<file path="config.mk">
export PLATFORM = sky130hd
export DESIGN_NAME = skht_hash
export DESIGN_NICKNAME = d
export VERILOG_FILES = /design/src/sv/skht_pkg.sv /design/src/sv/skht_hash.sv
export SDC_FILE = /design/constraint.sdc
export NUM_CORES = 1
export LEC_CHECK = 0
export BUFFER_PORTS_ARGS = -buffer_cell sky130_fd_sc_hd__buf_2
export CAP_MARGIN = 15
export CORE_UTILIZATION = 64
export DETAILED_ROUTE_END_ITERATION = 6
export PLACE_DENSITY = 0.84
export SLEW_MARGIN = 20
export SYNTH_ARGS = -nofsm -noshare
export SYNTH_HDL_FRONTEND = slang
export SYNTH_SLANG_ARGS = --single-unit
</file>
<file path="constraint.sdc">
create_clock -name vclk -period 15.14
set_input_delay 4.542 -clock vclk [all_inputs]
set_output_delay 4.542 -clock vclk [all_outputs]
set_load 0.02 [all_outputs]
</file>
<file path="src/sv/skht_pkg.sv">
// shared types and constants for the string key hash table
package skht_pkg;

  localparam logic [1:0] MODE_INSERT = 2'd0;
  localparam logic [1:0] MODE_LOOKUP = 2'd1;
  localparam logic [1:0] MODE_CLEAR  = 2'd2;
  localparam logic [1:0] MODE_UNUSED = 2'd3;

  localparam logic [2:0] ST_INSERTED  = 3'd0;
  localparam logic [2:0] ST_FOUND     = 3'd1;
  localparam logic [2:0] ST_NOT_FOUND = 3'd2;
  localparam logic [2:0] ST_FULL      = 3'd3;
  localparam logic [2:0] ST_TOO_LONG  = 3'd4;

  localparam logic CFG_TABLE_SIZE = 1'b0;
  localparam logic CFG_HASH_KIND  = 1'b1;

  localparam logic [31:0] CRC_INIT  = 32'hFFFF_FFFF;
  localparam logic [31:0] CRC_POLY  = 32'h82F6_3B78;
  localparam logic [31:0] FNV_BASIS = 32'd2166136261;
  localparam logic [31:0] FNV_PRIME = 32'd16777619;

  typedef struct packed {
    logic [1:0]  mode;
    logic [7:0]  key_byte;
    logic        byte_valid;
    logic        last_byte;
    logic [11:0] insert_id;
  } item_t;

  typedef struct packed {
    logic [2:0]  status;
    logic [11:0] found_id;
    logic [12:0] slot_pos;
    logic [31:0] key_hash;
  } result_t;

  function automatic logic [31:0] hash_init(input logic kind);
    return kind ? FNV_BASIS : CRC_INIT;
  endfunction

endpackage

</file>
<file path="src/sv/skht_hash.sv">
// one-byte step of the crc32c or fnv-1a hash
module skht_hash import skht_pkg::*; (
  input  logic        kind,
  input  logic [31:0] hash_in,
  input  logic [7:0]  data,
  output logic [31:0] hash_out
);

  logic [31:0] mixed;
  logic [31:0] crc;

  always_comb begin
    mixed = hash_in ^ {24'd0, data};
    crc = mixed;
    for (int i = 0; i < 8; i++) begin
      crc = (crc >> 1) ^ (crc[0] ? CRC_POLY : 32'd0);
    end
    hash_out = kind ? 32'(mixed * FNV_PRIME) : crc;
  end

endmodule

</file>
Word-level counts from Yosys, hierarchy flattened
Cells that the tools add are included.
W data, S select, Z words.
{ "word_totals": {"register_bits": 0, "input_bits": 41} }
{ "op_classes": {"multipliers": 1, "muxes": 9, "n_bitwise": 9} }
{ "op_table": {"columns": ["op", "count"], "rows": [
  ["$mux W32", 9],
  ["$xor A31 B32 Y32", 8],
  ["$mul A32 B25 Y32 const B", 1],
  ["$xor A32 B8 Y32", 1]
]} }

Logic depth before layout (Yosys ltp)
Gate-level depths: netlist (run 1).
{ "depth": {"depth_word": 18, "mapped_depth": 20} }

Worst setup path after synthesis (run 1)
OpenSTA, ideal clock, no wires.
{ "synth_path": {"path_type": "input port to output port", "start": "input port data[3]", "end": "output port hash_out[26]", "arrival_ps": 9756, "required_time_ps": 10598, "setup_slack_ps": 842, "cell_stages": 19, "path_cell_list": "xnor2_1 > inv_1 > ha_1 > ha_1 > fa_1 > ha_1 > fa_1 > ha_1 > inv_1 > fa_1 > inv_1 > ha_1 > a41oi_1 > o21ai_1 > a221oi_2 > a21oi_1 > o21bai_1 > nand2_1 > o31ai_1"} }
{ "synth_between": {"elab_chain_cells": 3} }
{ "synth_lines": {"columns": ["item", "line", "source"], "rows": [
  ["start: declaration", "skht_hash.sv:5", "input logic [7:0] data,"],
  ["$xor A32 B8 Y32", "skht_hash.sv:13", "mixed = hash_in ^ {24'd0, data};"],
  ["$mul A32 B25 Y32", "skht_hash.sv:18", "hash_out = kind ? 32'(mixed * FNV_PRIME) : crc;"],
  ["$mux W32", "skht_hash.sv:18", null],
  ["end: declaration", "skht_hash.sv:6", "output logic [31:0] hash_out"]
]} }
Every way passes these cells.

Worst setup path after layout (run 1)
{ "layout_path": {"start": "input port data[6]", "end": "output port hash_out[29]"} }
The elaborated chain is that of the path after synthesis.

==> results of run 1 <==
-- logic make-up (layout without fill, tap and decap cells) --
family | after synthesis | in the layout
adders and majority gates | 257 | 257
buffers and inverters | 180 | 249
AOI/OAI and AO/OA | 116 | 116
xor gates and xnor gates | 114 | 114
and+or+nand+nor | 91 | 91
muxes | 1 | 1
-- cells in the mapped netlist, types with 2 or more instances --
master / instances
sky130_fd_sc_hd__xnor2_1: 77
sky130_fd_sc_hd__nor3b_1: 3
sky130_fd_sc_hd__inv_1: 169
sky130_fd_sc_hd__nand3_1: 7
sky130_fd_sc_hd__inv_2: 2
sky130_fd_sc_hd__o31ai_1: 6
sky130_fd_sc_hd__xnor2_4: 3
sky130_fd_sc_hd__ha_1: 183
sky130_fd_sc_hd__o22ai_1: 2
sky130_fd_sc_hd__and2_1: 5
sky130_fd_sc_hd__a21o_1: 9
sky130_fd_sc_hd__o21bai_1: 5
sky130_fd_sc_hd__nor2_1: 25
sky130_fd_sc_hd__a2111oi_0: 2
sky130_fd_sc_hd__a211o_1: 2
sky130_fd_sc_hd__o211ai_1: 3
sky130_fd_sc_hd__a41oi_1: 2
sky130_fd_sc_hd__nand2b_1: 2
sky130_fd_sc_hd__o21ai_0: 20
sky130_fd_sc_hd__xnor2_2: 10
sky130_fd_sc_hd__o21a_1: 6
sky130_fd_sc_hd__a211oi_1: 6
sky130_fd_sc_hd__nand4_1: 2
sky130_fd_sc_hd__nor3_1: 13
sky130_fd_sc_hd__a31oi_1: 3
sky130_fd_sc_hd__a21oi_1: 26
sky130_fd_sc_hd__o211a_1: 2
sky130_fd_sc_hd__nor4_1: 2
sky130_fd_sc_hd__nand4b_1: 2
sky130_fd_sc_hd__clkbuf_1: 7
sky130_fd_sc_hd__o2111ai_1: 3
sky130_fd_sc_hd__fa_1: 74
sky130_fd_sc_hd__xor2_1: 19
sky130_fd_sc_hd__xor2_4: 3
sky130_fd_sc_hd__nand2_1: 21
sky130_fd_sc_hd__a21boi_0: 2
sky130_fd_sc_hd__o21ai_1: 8
-- layer usage --
metal / up-vias / global-route usage
met2: 210 / 0.609
met5: - / 0
met3: 56 / 0.0124
met1: 2711 / 0.411
met4: 0 / 0.158
li1: 2649 / -
-- area by class of cell --
cell class                      count  area, µm²
Multi-Input combinational cell    579       6210
Fill cell                         784       2940
Inverter                          171        642
Timing Repair Buffer               78        403
Tap cell                          136        170
-- through the flow --
| step | hold WS (ns) | instance area, µm² | setup slack, ns |
|---|---|---|---|
| after CTS | 9.59 | 7420 | 0.348 |
| final | 9.59 | 7430 | 0.431 |
| after global placement | 9.59 | 7420 | 0.548 |
| after detailed placement | 9.58 | 7420 | 0.358 |
| after global routing | 9.61 | 7430 | 0.0997 |
| after floorplan | 9.31 | 6900 | 0.842 |
-- worst max-delay path: cells and delay by family --
family,cells,cell delay [ns]
xor gates and xnor gates,1,0.32
buffers and inverters,6,0.96
AOI/OAI and AO/OA,3,0.90
and+or+nand+nor,3,0.45
adders and majority gates,8,2.99
-- final timing paths --
check,cells after the start,from,endpoint,slack (ns)
hold / removal,4,hash_in[0],hash_out[0],9.59
setup / recovery,21,data[6],hash_out[29],0.43
-- repair_timing --
| action | 4_1_cts | 5_1_grt |
|---|---|---|
| resized for setup | 0 | 1 |
| buffers inserted | 0 | 0 |
| setup endpoints to repair | 0 | 1 |
==> metrics.sh, run 1 <==
AREA.SEQUENTIAL_UM2=0
DP.FINAL_HPWL_MM=15.7
FINAL_CELLS=964
YOSYS-MUX-AREA-FRACTION=0.00145
MAXCLOCKFREQUENCY_GHz=0.0680
PATH_MAX_FANOUT=7
PLACE.PORT_BUFFERS=73
INITIAL_CORE_UTIL=0.665
DIE_W_UM=106
GPL.FINAL_WEIGHTED_CONGESTION=1.01
DRIVE_ABOVE_1_SHARE=0.127
SYNTH.LARGEST_AREA_CELL='sky130_fd_sc_hd__ha_1'
PATH_CLASS='input pin to output port'
FINAL_NET_COUNT=1128
DR_TOTAL_VIAS=5626
GRT_START_MAX_NET_PINS=50
WL_MET3_UM=936
SEQ_CELLS=0
CP.ARRIVAL_NS=10.17
WORST_PIN_SLEW_NS=0.921
SYNTH_TOP_FAMILY_BY_AREA='adder cells'
NUM_ANTENNA_CELLS=0
SETUP-TNS-FINAL_NS=0
DETAIL_ROUTE.VIAS_PER_CELL=5.84
SYNTH.TOP_CELLS.BY_AREA='sky130_fd_sc_hd__ha_1 (33%), sky130_fd_sc_hd__fa_1 (21%), sky130_fd_sc_hd__xnor2_1 (9.8%), sky130_fd_sc_hd__inv_1 (9.2%), sky130_fd_sc_hd__xor2_1 (2.4%)'
SYNTHESIS.INSTANCES=759
WL_MET2_MM=8.80
WORSTHOLDPATHTYPE='input pin to output port'
WORST_SETUP_PATH_END_KIND='output port'
SYNTH_XOR_AREA_FRAC=0.175
WORST_SLEW_SLACK_AS_A_FRACTION_OF_ITS_LIMIT=0.386
GRT_PASS1_VIAS=5933
CTS.HOLD.BUFFERS_ADDED=0
NUMBER_OF_NETS_WITH_ANTENNA_VIOLATIONS_AFTER_ROUTING=0
HOLD_VIOL_FINAL=0
START_KIND='input pin'
SEQ_AREA_FRAC_SYNTH=0
SYNTH_FA_HA_AREA_FRAC=0.547
GRT.TOTAL_USAGE=0.336
NUM_ROWS=37
CELL_SEEN_MOST_OFTEN_AMONG_CRITICAL_PATH_STAGES='sky130_fd_sc_hd__ha_1'
TOP_LEVEL_PORTS=73
SYNTH_CELL_TYPE_COUNT=60
WORST_PATH_MAX_DELAY_CELL='sky130_fd_sc_hd__fa_1'
ROUTED_METAL_1_WIRELENGTH_MM=7.14
DRC=0
SYN_AREA_MM2=0.00690
LAYOUT.CELLS.MOST_COMMON='sky130_fd_sc_hd__ha_1'
TIMING.FINAL.SETUP_VIOLATIONS=0
ANTENNA_FOUND_INITIAL=0
SYN2LAYOUT_AREA_GROWTH_PCT=7.75
FINAL_MIN_PERIOD_OVER_CLOCK_PERIOD=0.972
MAX_CAP_VIOL_COUNT=0
WIRE_LENGTH_OF_THE_FIRST_GLOBAL_ROUTING_PASS_MM=29.3
OUTCOME='completed'
LAYOUT.CELLS.MOST_COMMON_LIST='sky130_fd_sc_hd__ha_1 (183), sky130_fd_sc_hd__inv_1 (169), sky130_fd_sc_hd__xnor2_1 (77)'
DETAIL_ROUTE.ITER0.VIOLATIONS=326
FINALCOREUTILIZATION=0.716
CRIT_CHAIN='buf_2, xnor2_4, inv_1, ha_1, ha_1, fa_1, ha_1, fa_1, ha_1, inv_1, fa_1, inv_1, ha_1, nand3_1, a2111oi_1, buf_4, o31ai_1, a31oi_1, nor4_1, nor3_1, buf_2'
SYNTHESIS.AREA_PER_INSTANCE_UM2=9.08
HIGHEST_METAL_USED='met4'
PLACEABLECOREAREA_MM2=0.0104
NUMBER_OF_MAX_SLEW_VIOLATIONS_IN_THE_FINAL_REPORT=0
RSZ0062_AT_GRT='false'
SLOWEST_DELAY_NS=0.51
PLACED_CELLS_INCL_TAPS=964
SYNTHDOMINANTCELLAREASHARE=0.332
FINALWIRELENGTH_MM=17.9
DIE_AREA_MM2=0.0112
GLOBALROUTEOVERFLOWTOTAL=0
ROUTED_WIRE_LENGTH_PER_INSTANCE_UM=18.6
POST_SYNTH_SIMPLE_GATE_AREA=0.0655
CLKBUF_COUNT=0
DETAILEDROUTE.FIRSTPASSITERATIONCOUNT=7
CRITICAL_PATH_REQUIRED_NS=10.60
YOSYSWARNINGCOUNT=0
MAPPEDNETLISTNETS=1057
DIEHEIGHT_UM=106
COMPOUND_GATE_FRACTION_OF_SYNTH_AREA=0.112
FINALCRITICALPERIOD_NS=14.71
Power of run 1 is left out: the tool's default activity adds up to more than one toggle a clock period on the data nets, which glitch-free logic cannot reach.
==> run 2, diff against run 1 <==
--- a/config.mk
+++ b/config.mk
@@ -5,7 +5,7 @@
 export SDC_FILE = /design/constraint.sdc
 export NUM_CORES = 1
 export LEC_CHECK = 0
-export BUFFER_PORTS_ARGS = -buffer_cell sky130_fd_sc_hd__buf_2
+export BUFFER_PORTS_ARGS = -buffer_cell sky130_fd_sc_hd__clkbuf_2
 export CAP_MARGIN = 15
 export CORE_UTILIZATION = 64
 export DETAILED_ROUTE_END_ITERATION = 6
==> constraint.sdc (replaced) <==
create_clock -name vclk -period 15.14
set_input_delay 3.028 -clock vclk [all_inputs]
set_output_delay 3.028 -clock vclk [all_outputs]
set_load 0.02 [all_outputs]
==> run 2 against run 1 <==
Effect of this change: sequential share of layout area is the same; flip-flop and latch count stayed put; die area unchanged; critical endpoint is now hash_out[31]; via count is 0.16% higher.
==> metrics.sh, run 2 (synthesis results as in run 1) <==
NUM_ROWS=37  # unchanged
DIEHEIGHT_UM=106  # unchanged
INITIAL_CORE_UTIL=0.665  # unchanged
DRIVE_ABOVE_1_SHARE=0.120  # -0.00652
WORST_SETUP_PATH_END_KIND='output port'
PLACEABLECOREAREA_MM2=0.0104  # unchanged
CRIT_CHAIN='clkbuf_2, xnor2_1, inv_1, ha_1, ha_1, fa_1, ha_1, fa_1, ha_1, inv_1, fa_1, inv_1, ha_1, nand4_1, a2111oi_1, o31ai_1, a31oi_1, nand4b_1, o211a_1, clkbuf_2'
GLOBALROUTEOVERFLOWTOTAL=0  # unchanged
FINAL_MIN_PERIOD_OVER_CLOCK_PERIOD=0.808  # -0.163
AREA.SEQUENTIAL_UM2=0  # unchanged
WL_MET2_MM=8.63  # -1.9%
WORST_PATH_MAX_DELAY_CELL='sky130_fd_sc_hd__a2111oi_1'
PATH_MAX_FANOUT=6  # -1
WIRE_LENGTH_OF_THE_FIRST_GLOBAL_ROUTING_PASS_MM=29.7  # +1.6%
MULTI_INPUT_COMB_AREA_MM2=0.00621  # about the same
CELL_COUNT_OF_THE_WORST_HOLD_PATH=4  # unchanged
GPL.FINAL_WEIGHTED_CONGESTION=1.01  # -0.42%
GRT_PASS1_VIAS=6150  # +3.7%
MAX_CAP_VIOL_COUNT=0  # unchanged
PLACE.PORT_BUFFERS=73  # unchanged
WORST_SLEW_SLACK_AS_A_FRACTION_OF_ITS_LIMIT=0.336  # -0.0502
SETUP-TNS-FINAL_NS=0  # unchanged
GRT_START_MAX_NET_PINS=50  # unchanged
PATH_CLASS='input pin to output port'
DP.FINAL_HPWL_MM=15.7  # -0.17%
NUMBER_OF_MAX_SLEW_VIOLATIONS_IN_THE_FINAL_REPORT=0  # unchanged
WORSTHOLDPATHTYPE='input pin to output port'
FINAL_NET_COUNT=1123  # -0.44%
OUTCOME='completed'
WORST_HOLD_PATH_STARTPOINT='hash_in[0]'
GRT.TOTAL_USAGE=0.342  # +0.00531
SYN2LAYOUT_AREA_GROWTH_PCT=7.13
CRITICAL_PATH_REQUIRED_NS=12.11  # +1.51 ns
LAYOUT.FILLER_CELLS=776  # -1.0%
MIN_TO='hash_out[0]'
TIMING.FINAL.SETUP_VIOLATIONS=0  # unchanged
DR_TOTAL_VIAS=5635  # +0.16%
LAYOUT.CELLS.MOST_COMMON_LIST='sky130_fd_sc_hd__ha_1 (183), sky130_fd_sc_hd__inv_1 (169), sky130_fd_sc_hd__xnor2_1 (77)'
WL_MET3_UM=818  # -13%
ANTENNA_FOUND_INITIAL=0  # unchanged
DETAIL_ROUTE.ITER0.VIOLATIONS=363  # +11%
CLKBUF_COUNT=0  # unchanged
CTS_REPAIR_RESIZE_COUNT=0  # unchanged
LAYOUT.CELLS.MOST_COMMON='sky130_fd_sc_hd__ha_1'
ROUTED_METAL_1_WIRELENGTH_MM=7.38  # +3.3%
FINALWIRELENGTH_MM=17.9  # about the same
FINALCRITICALPERIOD_NS=12.24  # -2.47 ns
SEQ_CELLS=0  # unchanged
MAXCLOCKFREQUENCY_GHz=0.0817  # +20%
CP.ARRIVAL_NS=9.21  # -0.96 ns
ROUTED_WIRE_LENGTH_PER_INSTANCE_UM=18.7  # +0.61%
TOP_LEVEL_PORTS=73  # unchanged
NUMBER_OF_NETS_WITH_ANTENNA_VIOLATIONS_AFTER_ROUTING=0  # unchanged
START_KIND='input pin'
HOLD_VIOL_FINAL=0  # unchanged
SLOWEST_DELAY_NS=0.91  # +0.40 ns
DIE_W_UM=106  # unchanged
NUM_ANTENNA_CELLS=0  # unchanged
CTS.HOLD.BUFFERS_ADDED=0  # unchanged
HIGHEST_METAL_USED='met4'
DETAIL_ROUTE.VIAS_PER_CELL=5.88  # +0.68%
DETAILEDROUTE.FIRSTPASSITERATIONCOUNT=5  # -2
CELL_SEEN_MOST_OFTEN_AMONG_CRITICAL_PATH_STAGES='sky130_fd_sc_hd__ha_1'
WORST_PIN_SLEW_NS=0.996  # +0.0753 ns
CTS_POST_SETUP_BUFFERS_INSERTED=0  # unchanged
DRC=0  # unchanged
RSZ0062_AT_GRT='false'
DIE_AREA_MM2=0.0112  # unchanged
[run 2: changes by cell type in the layout (fill, tap and decap cells not counted), sizes merged]
cell    previous run  this run
buf               78         0
clkbuf             0        73
[run 2: worst max-delay path, delay by kind of cell]
kind	cells	cell delay [ns]
compound gates	4	1.66
xor+xnor	1	0.68
fa+ha+maj	8	2.86
buf+inv	5	0.66
simple gates	2	0.31
[run 2: area by class of cell]
cell class | instances | area share
timing repair buffer | 73 | 0.0495
tap | 136 | 0.0230
multi-input combinational | 579 | 0.841
inverter | 171 | 0.0869
[run 2: worst max-delay path by stage]
| stage | start | to | slack [ns] | depth (start not counted) |
|---|---|---|---|---|
| after floorplan | data[3] | hash_out[26] | 3.87 | 19 |
| after global placement | data[3] | hash_out[31] | 3.27 | 20 |
| after detailed placement | data[3] | hash_out[29] | 3.04 | 20 |
| after CTS | data[3] | hash_out[31] | 3.05 | 20 |
| after global routing | data[3] | hash_out[29] | 2.53 | 20 |
| final | data[3] | hash_out[31] | 2.90 | 20 |
[run 2: routing by layer]
layer	up-vias	track usage
li1	2633	-
met1	2735	0.406
met2	198	0.597
met3	69	0.0390
met4	0	0.194
met5	-	0
[run 2: per-stage QoR]
step                      setup slack [ns]  hold slack [ns]  instances  instance area [µm²]  utilization
after CTS                             3.05             6.57        959                 7390        0.712
after floorplan                       3.87             6.28        759                 6900            -
final                                 2.90             6.57        959                 7390        0.712
after detailed placement              3.04             6.57        959                 7390        0.712
after global routing                  2.53             6.59        959                 7390        0.712
after global placement                3.27             6.56        959                 7390        0.712
Power of run 2 is left out for the same reason.
==> run 3, diff against run 2 <==
==> constraint.sdc (replaced) <==
create_clock -name vclk -period 12.7
set_input_delay 2.54 -clock vclk [all_inputs]
set_output_delay 2.54 -clock vclk [all_outputs]
set_load 0.02 [all_outputs]
==> run 3 against run 2 <==
Effect of this change: critical path depth is the same; hold slack lost 0.97 ns; via count increased by 0.32%; design area is the same.
==> metrics.sh, run 3 (synthesis results as in run 1) <==
OUTCOME='completed'
GRT_UTIL_MET1=0.397  # -0.00917
CELL_SEEN_MOST_OFTEN_AMONG_CRITICAL_PATH_STAGES='sky130_fd_sc_hd__ha_1'
FINALWIRELENGTH_MM=17.9  # +0.15%
WIRE_LENGTH_OF_THE_FIRST_GLOBAL_ROUTING_PASS_MM=29.4  # -1.0%
DP.FINAL_HPWL_MM=15.8  # +0.72%
NUM_ROWS=37  # unchanged
CTS_REPAIR_RESIZE_COUNT=0  # unchanged
CP.DEPTH=20  # unchanged
PLACEABLECOREAREA_MM2=0.0104  # unchanged
DETAIL_ROUTE.ITER0.VIOLATIONS=352  # -3.0%
DRC=0  # unchanged
CRITICAL_PATH_REQUIRED_NS=10.16  # -1.95 ns
SETUP-TNS-FINAL_NS=0  # unchanged
GRT_START_MAX_NET_PINS=50  # unchanged
SLOWEST_DELAY_NS=0.83  # -0.08 ns
AREA.SEQUENTIAL_UM2=0  # unchanged
CTS_POST_SETUP_BUFFERS_INSERTED=0  # unchanged
DRIVE_ABOVE_1_SHARE=0.120  # unchanged
MAX_CAP_VIOL_COUNT=0  # unchanged
MAXCLOCKFREQUENCY_GHz=0.0894
WORST_PATH_MAX_DELAY_CELL='sky130_fd_sc_hd__a2111oi_1'
WORST_PIN_SLEW_NS=0.996  # -0.000796 ns
HOLD_SLACK_NS=5.60  # -0.968 ns
FINALCRITICALPERIOD_NS=11.18
CP.ARRIVAL_NS=8.64  # -0.57 ns
TIMING.FINAL.SETUP_VIOLATIONS=0  # unchanged
GRT_PASS1_VIAS=6037  # -1.8%
DIEHEIGHT_UM=106  # unchanged
FINAL_MIN_PERIOD_OVER_CLOCK_PERIOD=0.881
LAYOUT.CELLS.MOST_COMMON='sky130_fd_sc_hd__ha_1'
MET3_USAGE=0.0284  # -0.0105
TOP_LEVEL_PORTS=73  # unchanged
NUMBER_OF_MAX_SLEW_VIOLATIONS_IN_THE_FINAL_REPORT=0  # unchanged
START_KIND='input pin'
GPL.FINAL_WEIGHTED_CONGESTION=1.01  # +0.11%
WORST_PATH_DOMINANT_CELL_FAMILY='adder cells'
INITIAL_CORE_UTIL=0.665  # unchanged
WORST_SETUP_PATH_END_KIND='output port'
PATH_CLASS='input pin to output port'
GRT.BUSIEST_LAYER='met2'
MIN_TO='hash_out[0]'
SYN2LAYOUT_AREA_GROWTH_PCT=7.13  # unchanged
NUM_ANTENNA_CELLS=0  # unchanged
CTS.HOLD.BUFFERS_ADDED=0  # unchanged
DIE_AREA_MM2=0.0112  # unchanged
GRT.TOTAL_USAGE=0.340  # -0.00185
CRIT_CHAIN='clkbuf_2, xnor2_1, inv_1, ha_1, ha_1, fa_1, ha_1, fa_1, ha_1, inv_1, fa_1, inv_1, ha_1, nand4_1, a2111oi_1, o31ai_1, a31oi_1, nand4b_1, o211a_1, clkbuf_2'
GLOBALROUTEOVERFLOWTOTAL=0  # unchanged
RSZ0062_AT_GRT='false'
WORST_HOLD_PATH_STARTPOINT='hash_in[0]'
HOLD_VIOL_FINAL=0  # unchanged
DETAIL_ROUTE.VIAS_PER_CELL=5.89  # +0.32%
FINAL_NET_COUNT=1123  # unchanged
ROUTED_WIRE_LENGTH_PER_INSTANCE_UM=18.7  # +0.15%
WORST_CASE_SETUP_SLACK_AFTER_PLACEMENT_NS=1.59  # -1.45 ns
SEQ_CELLS=0  # unchanged
PLACE.PORT_BUFFERS=73  # unchanged
LAYOUT.CELLS.MOST_COMMON_LIST='sky130_fd_sc_hd__ha_1 (183), sky130_fd_sc_hd__inv_1 (169), sky130_fd_sc_hd__xnor2_1 (77)'
DETAILEDROUTE.FIRSTPASSITERATIONCOUNT=5  # unchanged
POST-ROUTE-WORST-SETUP-SLACK_NS=1.52  # -1.39 ns
CLKBUF_COUNT=0  # unchanged
WORST_SLEW_SLACK_AS_A_FRACTION_OF_ITS_LIMIT=0.336  # +0.000531
WORSTHOLDPATHTYPE='input pin to output port'
NUMBER_OF_NETS_WITH_ANTENNA_VIOLATIONS_AFTER_ROUTING=0  # unchanged
CELL_COUNT_OF_THE_WORST_HOLD_PATH=4  # unchanged
ANTENNA_FOUND_INITIAL=0  # unchanged
MET2_TRACK_DEMAND_OVER_RESOURCE_IN_GLOBAL_ROUTING=0.632  # +0.0355
DIE_W_UM=106  # unchanged
DR_TOTAL_VIAS=5653  # +0.32%
PATH_MAX_FANOUT=6  # unchanged
CRITPATHBUFINV=5  # unchanged
-- run 3: worst max path at each step --
stage                   end  startpoint
3_5_place_dp   hash_out[31]     data[3]
4_1_cts        hash_out[31]     data[3]
5_1_grt        hash_out[29]     data[3]
6_report       hash_out[31]     data[3]
2_1_floorplan  hash_out[26]     data[3]
3_3_place_gp   hash_out[31]     data[3]
-- run 3: final cells by class --
cell class	instances	area, µm²
Timing Repair Buffer	73	365
Fill cell	770	2980
Inverter	171	642
Tap cell	136	170
Multi-Input combinational cell	579	6210
-- run 3: per-layer routing --
layer,vias up,wire (µm)
met5,-,0
met4,0,828
met3,52,1010
met2,206,8880
met1,2758,7230
li1,2637,-
-- run 3: stage by stage --
stage | cells | area, µm² | utilization
after floorplan | 759 | 6900 | -
after global placement | 959 | 7390 | 0.712
after detailed placement | 959 | 7390 | 0.712
after CTS | 959 | 7390 | 0.712
after global routing | 959 | 7390 | 0.712
final | 959 | 7390 | 0.712
-- run 3: worst min-delay path, cell delays in order --
cell                       delay [ns]
sky130_fd_sc_hd__clkbuf_2        0.10
sky130_fd_sc_hd__xnor2_2         0.17
sky130_fd_sc_hd__xnor2_1         0.10
sky130_fd_sc_hd__clkbuf_2        0.15
Power of run 3 is left out for the same reason.
